$ cat src/design/brl_pkg.sv
`timescale 1ns / 1ps
`default_nettype none
// ----------------------------------------------------------------------------
// brl_pkg
// shared types and constants of the line rasterizer core: field widths,
// register indexes, reset values, sequencer states and the segment setup word
// ----------------------------------------------------------------------------
package brl_pkg;

    localparam int MAX_SPAN_DEFAULT   = 63;
    localparam int COORD_BITS_DEFAULT = 12;

    localparam int FIELD_COORD_BITS = 12;
    localparam int DELTA_BITS       = 7;
    localparam int MAG_BITS         = 7;
    localparam int DEC_BITS         = 9;
    localparam int DIM_BITS         = 11;
    localparam int STRIDE_BITS      = 13;
    localparam int ADDR_BITS        = 24;
    localparam int CFG_INDEX_BITS   = 2;
    localparam int CFG_DATA_BITS    = 13;

    localparam logic [DIM_BITS-1:0]    WIDTH_RESET  = 11'd1920;
    localparam logic [DIM_BITS-1:0]    HEIGHT_RESET = 11'd1080;
    localparam logic [STRIDE_BITS-1:0] STRIDE_RESET = 13'd1920;

    localparam logic signed [DEC_BITS-1:0] DEC_MAX = 9'sd255;
    localparam logic signed [DEC_BITS-1:0] DEC_MIN = -9'sd256;

    typedef enum logic [CFG_INDEX_BITS-1:0] {
        CFG_WINDOW_WIDTH  = 2'd0,
        CFG_WINDOW_HEIGHT = 2'd1,
        CFG_ROW_STRIDE    = 2'd2,
        CFG_UNUSED        = 2'd3
    } cfg_index_t;

    typedef enum logic {
        ST_IDLE = 1'b0,
        ST_RUN  = 1'b1
    } state_t;

    typedef struct packed {
        logic                          y_major;
        logic signed [DELTA_BITS-1:0]  delta_x;
        logic signed [DELTA_BITS-1:0]  delta_y;
    } seg_setup_t;

endpackage

`default_nettype wire

$ cat src/design/bresenham_line_rasterizer_core.sv
`timescale 1ns / 1ps
`default_nettype none
// ----------------------------------------------------------------------------
// bresenham_line_rasterizer_core
// steps one line segment with an integer decision value and emits one pixel
// word per step, with window test and frame-buffer word address
// ----------------------------------------------------------------------------
//  channel  | signals                                   | direction
//  ---------+-------------------------------------------+----------
//  segment  | in_valid/in_ready, start_x/y, delta_x/y,  | in
//           | y_major                                   |
//  pixel    | out_valid/out_ready, pixel_x/y, visible,  | out
//           | word_address, last_pixel                  |
//  config   | cfg_we, cfg_index, cfg_wdata              | in
//
//  a segment gives min(|major delta|, MAX_SPAN) + 1 pixel words from the shared step
//  unit (decision adder and coordinate incrementers), one per cycle while out_ready is high
//  a segment occupies the core until its last pixel word is taken
//  in_ready is high only while no segment is in flight
//  a low out_ready holds the step unit and the current word
//  rst_n clears the sequencer and restores the register defaults
// ----------------------------------------------------------------------------
module bresenham_line_rasterizer_core #(
    parameter int MAX_SPAN   = brl_pkg::MAX_SPAN_DEFAULT,
    parameter int COORD_BITS = brl_pkg::COORD_BITS_DEFAULT
) (
    input  wire logic                                       clk,
    input  wire logic                                       rst_n,

    input  wire logic                                       cfg_we,
    input  wire logic [brl_pkg::CFG_INDEX_BITS-1:0]         cfg_index,
    input  wire logic [brl_pkg::CFG_DATA_BITS-1:0]          cfg_wdata,

    input  wire logic                                       in_valid,
    output logic                                            in_ready,
    input  wire logic signed [brl_pkg::FIELD_COORD_BITS-1:0] start_x,
    input  wire logic signed [brl_pkg::FIELD_COORD_BITS-1:0] start_y,
    input  wire logic signed [brl_pkg::DELTA_BITS-1:0]      delta_x,
    input  wire logic signed [brl_pkg::DELTA_BITS-1:0]      delta_y,
    input  wire logic                                       y_major,

    output logic                                            out_valid,
    input  wire logic                                       out_ready,
    output logic signed [brl_pkg::FIELD_COORD_BITS-1:0]     pixel_x,
    output logic signed [brl_pkg::FIELD_COORD_BITS-1:0]     pixel_y,
    output logic                                            visible,
    output logic [brl_pkg::ADDR_BITS-1:0]                   word_address,
    output logic                                            last_pixel
);
    import brl_pkg::*;

    localparam int SPAN_BITS = $clog2(MAX_SPAN + 1);
    localparam int EXT_BITS  = (COORD_BITS > FIELD_COORD_BITS) ? COORD_BITS
                                                               : FIELD_COORD_BITS;

    // configuration registers
    logic [DIM_BITS-1:0]    window_width_reg;
    logic [DIM_BITS-1:0]    window_height_reg;
    logic [STRIDE_BITS-1:0] row_stride_reg;

    always_ff @(posedge clk or negedge rst_n)
    begin
        if (!rst_n)
        begin
            window_width_reg  <= WIDTH_RESET;
            window_height_reg <= HEIGHT_RESET;
            row_stride_reg    <= STRIDE_RESET;
        end
        else if (cfg_we)
        begin
            case (cfg_index_t'(cfg_index))
                CFG_WINDOW_WIDTH:  window_width_reg  <= cfg_wdata[DIM_BITS-1:0];
                CFG_WINDOW_HEIGHT: window_height_reg <= cfg_wdata[DIM_BITS-1:0];
                CFG_ROW_STRIDE:    row_stride_reg    <= cfg_wdata[STRIDE_BITS-1:0];
                default:           ;
            endcase
        end
    end

    // sequencer and step state
    state_t                        state_reg, state_next;
    logic signed [COORD_BITS-1:0]  cur_x_reg, cur_x_next;
    logic signed [COORD_BITS-1:0]  cur_y_reg, cur_y_next;
    logic signed [DEC_BITS-1:0]    decision_reg, decision_next;
    logic [SPAN_BITS-1:0]          steps_left_reg, steps_left_next;
    seg_setup_t                    seg_reg, seg_next;

    // output word
    logic signed [FIELD_COORD_BITS-1:0] pixel_x_reg, pixel_x_next;
    logic signed [FIELD_COORD_BITS-1:0] pixel_y_reg, pixel_y_next;
    logic                               visible_reg, visible_next;
    logic [ADDR_BITS-1:0]               word_address_reg, word_address_next;
    logic                               last_pixel_reg, last_pixel_next;

    // shared step unit
    seg_setup_t                    act_seg;
    logic signed [DELTA_BITS-1:0]  major_d, minor_d;
    logic [MAG_BITS-1:0]           big_mag, small_mag;
    logic                          maj_pos, min_pos;
    logic signed [DEC_BITS:0]      two_m, two_big, dec_inc;
    logic signed [DEC_BITS+1:0]    dec_sum;
    logic signed [DEC_BITS-1:0]    dec_stepped, dec_init;
    logic signed [COORD_BITS-1:0]  maj_inc, min_inc, x_inc, y_inc;
    logic signed [COORD_BITS-1:0]  stepped_x, stepped_y;
    logic [SPAN_BITS-1:0]          span_steps;
    logic signed [COORD_BITS-1:0]  start_cx, start_cy;

    // pixel test
    logic signed [COORD_BITS-1:0]  emit_x, emit_y;
    logic signed [EXT_BITS-1:0]    emit_x_ext, emit_y_ext;
    logic signed [EXT_BITS-1:0]    width_ext, height_ext;
    logic                          emit_visible;
    logic [ADDR_BITS-1:0]          emit_address;

    logic load_start;
    logic advance;

    assign act_seg = (state_reg == ST_IDLE) ? seg_setup_t'{y_major: y_major,
                                                            delta_x: delta_x,
                                                            delta_y: delta_y}
                                            : seg_reg;

    always_comb
    begin
        major_d   = act_seg.y_major ? act_seg.delta_y : act_seg.delta_x;
        minor_d   = act_seg.y_major ? act_seg.delta_x : act_seg.delta_y;
        big_mag   = major_d[DELTA_BITS-1] ? MAG_BITS'(-major_d) : MAG_BITS'(major_d);
        small_mag = minor_d[DELTA_BITS-1] ? MAG_BITS'(-minor_d) : MAG_BITS'(minor_d);
        maj_pos   = !major_d[DELTA_BITS-1] && (major_d != '0);
        min_pos   = !minor_d[DELTA_BITS-1] && (minor_d != '0);

        two_m    = $signed({2'b00, small_mag, 1'b0});
        two_big  = $signed({2'b00, big_mag, 1'b0});
        dec_init = DEC_BITS'(two_m - $signed({3'b000, big_mag}));

        // negative decision: gain 2m, else move minor and gain 2m - 2M
        dec_inc  = decision_reg[DEC_BITS-1] ? two_m : (two_m - two_big);
        dec_sum  = (DEC_BITS+2)'(decision_reg) + (DEC_BITS+2)'(dec_inc);
        if (dec_sum > (DEC_BITS+2)'(DEC_MAX))
            dec_stepped = DEC_MAX;
        else if (dec_sum < (DEC_BITS+2)'(DEC_MIN))
            dec_stepped = DEC_MIN;
        else
            dec_stepped = DEC_BITS'(dec_sum);

        maj_inc = maj_pos ? COORD_BITS'(1) : COORD_BITS'(-1);
        min_inc = decision_reg[DEC_BITS-1] ? '0
                                           : (min_pos ? COORD_BITS'(1) : COORD_BITS'(-1));
        x_inc   = act_seg.y_major ? min_inc : maj_inc;
        y_inc   = act_seg.y_major ? maj_inc : min_inc;
        stepped_x = cur_x_reg + x_inc;
        stepped_y = cur_y_reg + y_inc;

        span_steps = (big_mag > MAG_BITS'(MAX_SPAN)) ? SPAN_BITS'(MAX_SPAN)
                                                     : SPAN_BITS'(big_mag);

        start_cx = COORD_BITS'(EXT_BITS'(start_x));
        start_cy = COORD_BITS'(EXT_BITS'(start_y));
    end

    assign load_start = (state_reg == ST_IDLE) && in_valid;
    assign advance    = (state_reg == ST_RUN) && out_ready && (steps_left_reg != '0);

    // window test and address of the pixel about to be loaded
    always_comb
    begin
        emit_x     = (state_reg == ST_IDLE) ? start_cx : stepped_x;
        emit_y     = (state_reg == ST_IDLE) ? start_cy : stepped_y;
        emit_x_ext = EXT_BITS'(emit_x);
        emit_y_ext = EXT_BITS'(emit_y);
        width_ext  = $signed({{(EXT_BITS-DIM_BITS){1'b0}}, window_width_reg});
        height_ext = $signed({{(EXT_BITS-DIM_BITS){1'b0}}, window_height_reg});

        emit_visible = (emit_x_ext > $signed(EXT_BITS'(0))) && (emit_x_ext < width_ext)
                    && (emit_y_ext > $signed(EXT_BITS'(0))) && (emit_y_ext < height_ext);

        emit_address = '0;
        if (emit_visible)
            emit_address = ADDR_BITS'(ADDR_BITS'(emit_y_ext[DIM_BITS-1:0])
                                      * ADDR_BITS'(row_stride_reg))
                         + ADDR_BITS'(emit_x_ext[DIM_BITS-1:0]);
    end

    // next state and outputs
    always_comb
    begin
        state_next        = state_reg;
        cur_x_next        = cur_x_reg;
        cur_y_next        = cur_y_reg;
        decision_next     = decision_reg;
        steps_left_next   = steps_left_reg;
        seg_next          = seg_reg;
        pixel_x_next      = pixel_x_reg;
        pixel_y_next      = pixel_y_reg;
        visible_next      = visible_reg;
        word_address_next = word_address_reg;
        last_pixel_next   = last_pixel_reg;

        case (state_reg)
            ST_IDLE:
            begin
                if (load_start)
                begin
                    state_next      = ST_RUN;
                    seg_next        = act_seg;
                    cur_x_next      = start_cx;
                    cur_y_next      = start_cy;
                    decision_next   = dec_init;
                    steps_left_next = span_steps;
                    last_pixel_next = (span_steps == '0);
                end
            end
            ST_RUN:
            begin
                if (advance)
                begin
                    cur_x_next      = stepped_x;
                    cur_y_next      = stepped_y;
                    decision_next   = dec_stepped;
                    steps_left_next = steps_left_reg - SPAN_BITS'(1);
                    last_pixel_next = (steps_left_reg == SPAN_BITS'(1));
                end
                else if (out_ready)
                begin
                    state_next = ST_IDLE;
                end
            end
            default:
            begin
                state_next = ST_IDLE;
            end
        endcase

        if (load_start || advance)
        begin
            pixel_x_next      = FIELD_COORD_BITS'(EXT_BITS'(emit_x));
            pixel_y_next      = FIELD_COORD_BITS'(EXT_BITS'(emit_y));
            visible_next      = emit_visible;
            word_address_next = emit_address;
        end
    end

    always_ff @(posedge clk or negedge rst_n)
    begin
        if (!rst_n)
        begin
            state_reg      <= ST_IDLE;
            cur_x_reg      <= '0;
            cur_y_reg      <= '0;
            decision_reg   <= '0;
            steps_left_reg <= '0;
            seg_reg        <= '0;
        end
        else
        begin
            state_reg      <= state_next;
            cur_x_reg      <= cur_x_next;
            cur_y_reg      <= cur_y_next;
            decision_reg   <= decision_next;
            steps_left_reg <= steps_left_next;
            seg_reg        <= seg_next;
        end
    end

    always_ff @(posedge clk)
    begin
        pixel_x_reg      <= pixel_x_next;
        pixel_y_reg      <= pixel_y_next;
        visible_reg      <= visible_next;
        word_address_reg <= word_address_next;
        last_pixel_reg   <= last_pixel_next;
    end

    assign in_ready     = (state_reg == ST_IDLE);
    assign out_valid    = (state_reg == ST_RUN);
    assign pixel_x      = pixel_x_reg;
    assign pixel_y      = pixel_y_reg;
    assign visible      = visible_reg;
    assign word_address = word_address_reg;
    assign last_pixel   = last_pixel_reg;

    // checks
    a_last_matches_count: assert property (@(posedge clk) disable iff (!rst_n)
        out_valid |-> (last_pixel == (steps_left_reg == '0)))
        else $error("last_pixel out of step with the remaining step count");

    a_span_bound: assert property (@(posedge clk) disable iff (!rst_n)
        steps_left_reg <= SPAN_BITS'(MAX_SPAN))
        else $error("step count above the span limit");

    a_start_gives_word: assert property (@(posedge clk) disable iff (!rst_n)
        (in_valid && in_ready) |=> (out_valid && !in_ready))
        else $error("accepted segment did not raise a word");

    a_last_frees_input: assert property (@(posedge clk) disable iff (!rst_n)
        (out_valid && out_ready && last_pixel) |=> (in_ready && !out_valid))
        else $error("segment did not end after its last word");

    a_address_zero_off_window: assert property (@(posedge clk) disable iff (!rst_n)
        (out_valid && !visible) |-> (word_address == '0))
        else $error("address set on a pixel outside the window");

endmodule

`default_nettype wire
$ cat config.mk
export PLATFORM = sky130hd
export DESIGN_NAME = bresenham_line_rasterizer_core
export DESIGN_NICKNAME = d
export VERILOG_FILES = /design/src/design/brl_pkg.sv /design/src/design/bresenham_line_rasterizer_core.sv
export SDC_FILE = /design/constraint.sdc
export NUM_CORES = 1
export LEC_CHECK = 0
export ABC_AREA = 1
export BUFFER_PORTS_ARGS = -buffer_cell sky130_fd_sc_hd__buf_2
export CAP_MARGIN = 25
export CORE_ASPECT_RATIO = 1.1
export CORE_MARGIN = 2
export CORE_UTILIZATION = 45
export DETAILED_ROUTE_END_ITERATION = 16
export PLACE_DENSITY = 0.73
export SLEW_MARGIN = 10
export SYNTH_ARGS = -nofsm -noshare
export SYNTH_HDL_FRONTEND = slang
export SYNTH_SLANG_ARGS = --single-unit
$ cat constraint.sdc
create_clock -name clk -period 9.8 [get_ports clk]
set_input_delay 2.94 -clock clk [delete_from_list [all_inputs] [get_ports clk]]
set_output_delay 2.94 -clock clk [all_outputs]
set_load 0.05 [all_outputs]
==> qor.txt <==
number of antenna violations at the first check in global routing: 0
Max Used Layer: met4
Synth Warn #: 0
count of hold-fix buffers inserted at cts: 0
crit-path most repeated cell: sky130_fd_sc_hd__buf_4
worst-case setup margin in the final layout: 0.162 ns
detailed-route vias per instance: 5.13
remaining global-route overflow: 0
per-cell routed wire length: 16.0 um
total global-route track usage: 24.9%
number of vias in the routed layout: 12329
number of endpoints failing setup at the final stage: 0
Synth Instances: 1721
initial core utilization: 45.6%
post-route met1 wirelength: 15.7 mm
run status: finished clean
final critical-path share of the clock period: 98.3%
synthesized netlist net count: 2026
reported max-cap violation count: 0
share of synthesized area occupied by flip-flops and latches: 27.0%
IO Pins: 111
TritonCTS clock tree: done
buffer depth of the longest clock path: 2
Iter 0 DRT Violations: 974
biggest area consumer among synthesized cells: sky130_fd_sc_hd__fa_1
die height: 188 um
Critical Path Start Type: input port
share of synthesized registers carrying an async set or reset: 64.0%
count of buffers from port buffering: 110
number of antenna repair diodes: 0
Most used DFF post-synth: sky130_fd_sc_hd__dfrtp_1
total half-perimeter wirelength after legalization and detailed placement: 29.8 mm
number of synthesized flops with an enable pin: 50
DRC violation count after routing: 0
final weighted congestion in routability-driven placement: 0.946
CP max FO: 6
final count of pins violating max slew: 0
number of fillers in the final layout: 2689
Rows: 67
classification of the worst-slack hold path: flop to flop
Total Negative Setup Slacks: 0 ns
setup repair after global routing missed its margin: yes
number of hold violations in the final report: 0
fraction of synthesized cell area taken by the top area cell type: 16.5%
maximum operating frequency: 0.104 GHz
Met3 Routed Length: 1.99 mm
synthesized area: 13900 um^2
total number of nets in the final design: 2281
width of the chip: 171 um
final antenna-violating net count: 0
clock transition at the registers of the reported paths: 0.07 ns
wire length of the first global-routing pass: 63.2 mm
Yosys cell types: 53
Skew-Pair Late Insertion Delay: 0.45 ns
synthesized area per cell: 8.06 um^2
CTS buffer count: 17
maximum number of pins on one net before global-route repair: 82
endpoint type of the worst setup path: flop
FF+latch count, synth: 139
max reg flops: 24
Critical-path top delay cell: sky130_fd_sc_hd__fa_1
library cell used as clock root buffer: sky130_fd_sc_hd__clkbuf_16
data arrival time at the worst-slack endpoint: 9.81 ns
post-placement worst setup slack: -0.531 ns
sink count of the clock tree: 139
largest clock skew in the final design: 0.0176 ns
Tightest Pin Transition: 1.04 ns
area delta synth->final: 24.9%
fraction of final layout cells with drive strength greater than 1: 25.4%
met2 wire length: 19.1 mm
top post-synthesis cells by area: sky130_fd_sc_hd__fa_1, sky130_fd_sc_hd__dfrtp_1, sky130_fd_sc_hd__ha_1
1st-pass router iterations: 6
delay of the slowest cell on the worst path: 0.55 ns
commonest cells after routing, fill and taps aside: sky130_fd_sc_hd__nand2_1, sky130_fd_sc_hd__inv_1, sky130_fd_sc_hd__buf_4
via count of the first global-routing pass: 12872
relative slew slack: 30.6%
worst setup path class: input port to flop
maximum level of the CTS H-tree: 4
Core Area: 30400 um^2
die area: 32200 um^2
most frequent standard cell in the layout excluding fill and tap cells: sky130_fd_sc_hd__nand2_1
sum of routed wire length over all layers: 38.5 mm
Data required, critical path: 9.97 ns
Final min period: 9.64 ns
[critical path, delay by kind of cell]
kind	cells	cell delay (ns)
buffers and inverters	13	1.37
AO/OA/AOI/OAI	5	0.63
AND/OR/NAND/NOR	21	1.69
XOR/XNOR	1	0.13
adder cells (fa/ha/maj)	8	3.03
[cell usage after synthesis, types with 12 or more instances]
cell type / count
sky130_fd_sc_hd__a21oi_1: 64
sky130_fd_sc_hd__clkbuf_1: 28
sky130_fd_sc_hd__dfrtp_1: 77
sky130_fd_sc_hd__dfstp_2: 12
sky130_fd_sc_hd__edfxtp_1: 50
sky130_fd_sc_hd__fa_1: 114
sky130_fd_sc_hd__ha_1: 132
sky130_fd_sc_hd__inv_1: 335
sky130_fd_sc_hd__nand2_1: 376
sky130_fd_sc_hd__nand2_2: 14
sky130_fd_sc_hd__nand3_1: 51
sky130_fd_sc_hd__nor2_1: 133
sky130_fd_sc_hd__nor3_1: 15
sky130_fd_sc_hd__nor3_2: 19
sky130_fd_sc_hd__o21ai_0: 129
sky130_fd_sc_hd__o21ai_1: 16
sky130_fd_sc_hd__xnor2_1: 13
sky130_fd_sc_hd__xor2_1: 31
[cell families (layout without fill, tap and decap cells)]
family / Yosys count / count (layout) / share of synthesized area, %
mux: 2 / 2 / 0.162
xor+xnor: 45 / 45 / 2.90
compound gates: 257 / 257 / 10.3
flops: 139 / 139 / 27.0
buf+inv: 387 / 654 / 11.1
simple gates: 645 / 646 / 20.2
fa+ha+maj: 246 / 246 / 28.4
[final timing paths]
kind	startpoint	cells past startpoint	end	slack [ns]
worst min register to register	window_height_reg[9]	2	window_height_reg[9]	0.49
max in group asynchronous	rst_n	2	row_stride_reg[5]	6.21
worst max-delay path	y_major	48	word_address[19]	0.16
worst max register to register	out_valid	43	word_address[19]	1.79
worst min-delay path	window_height_reg[9]	2	window_height_reg[9]	0.49
min in group asynchronous	rst_n	1	seg_reg[13]	2.40
[per-layer routing]
metal  up-vias  GRT usage, %
li1       5926             -
met1      5966          30.7
met2       342          43.2
met3        95          3.78
met4         0          10.8
met5         -             0
[repair_timing]
item	in CTS	in global routing
gates resized for setup	4	127
pin swaps	5	82
endpoints found under the setup margin	4	14
gates cloned	1	0
buffers inserted	5	25
[cell type report]
class	instances	area [um^2]	area share (%)
repair buffers	282	1940	11.2
inverters	340	1290	7.45
clock inverters	15	178	1.03
flip-flops and latches	139	3740	21.6
well taps	414	518	2.99
multi-input cells	1196	9210	53.2
clock buffers	17	425	2.46
[metrics by stage]
step           std cells  hold WS [ns]  area (um^2)  utilization (%)
6_report            2403         0.491        17300             56.9
5_1_grt             2403         0.520        17300             56.9
4_1_cts             2379         0.495        16700             54.8
3_5_place_dp        2341         0.476        16000             52.5
3_3_place_gp        2341         0.467        16000             52.5
2_1_floorplan       1721         0.453        14100                -
Power is not shown: default switching activity piles up to over one toggle a cycle in this logic, so the estimate is an artifact.
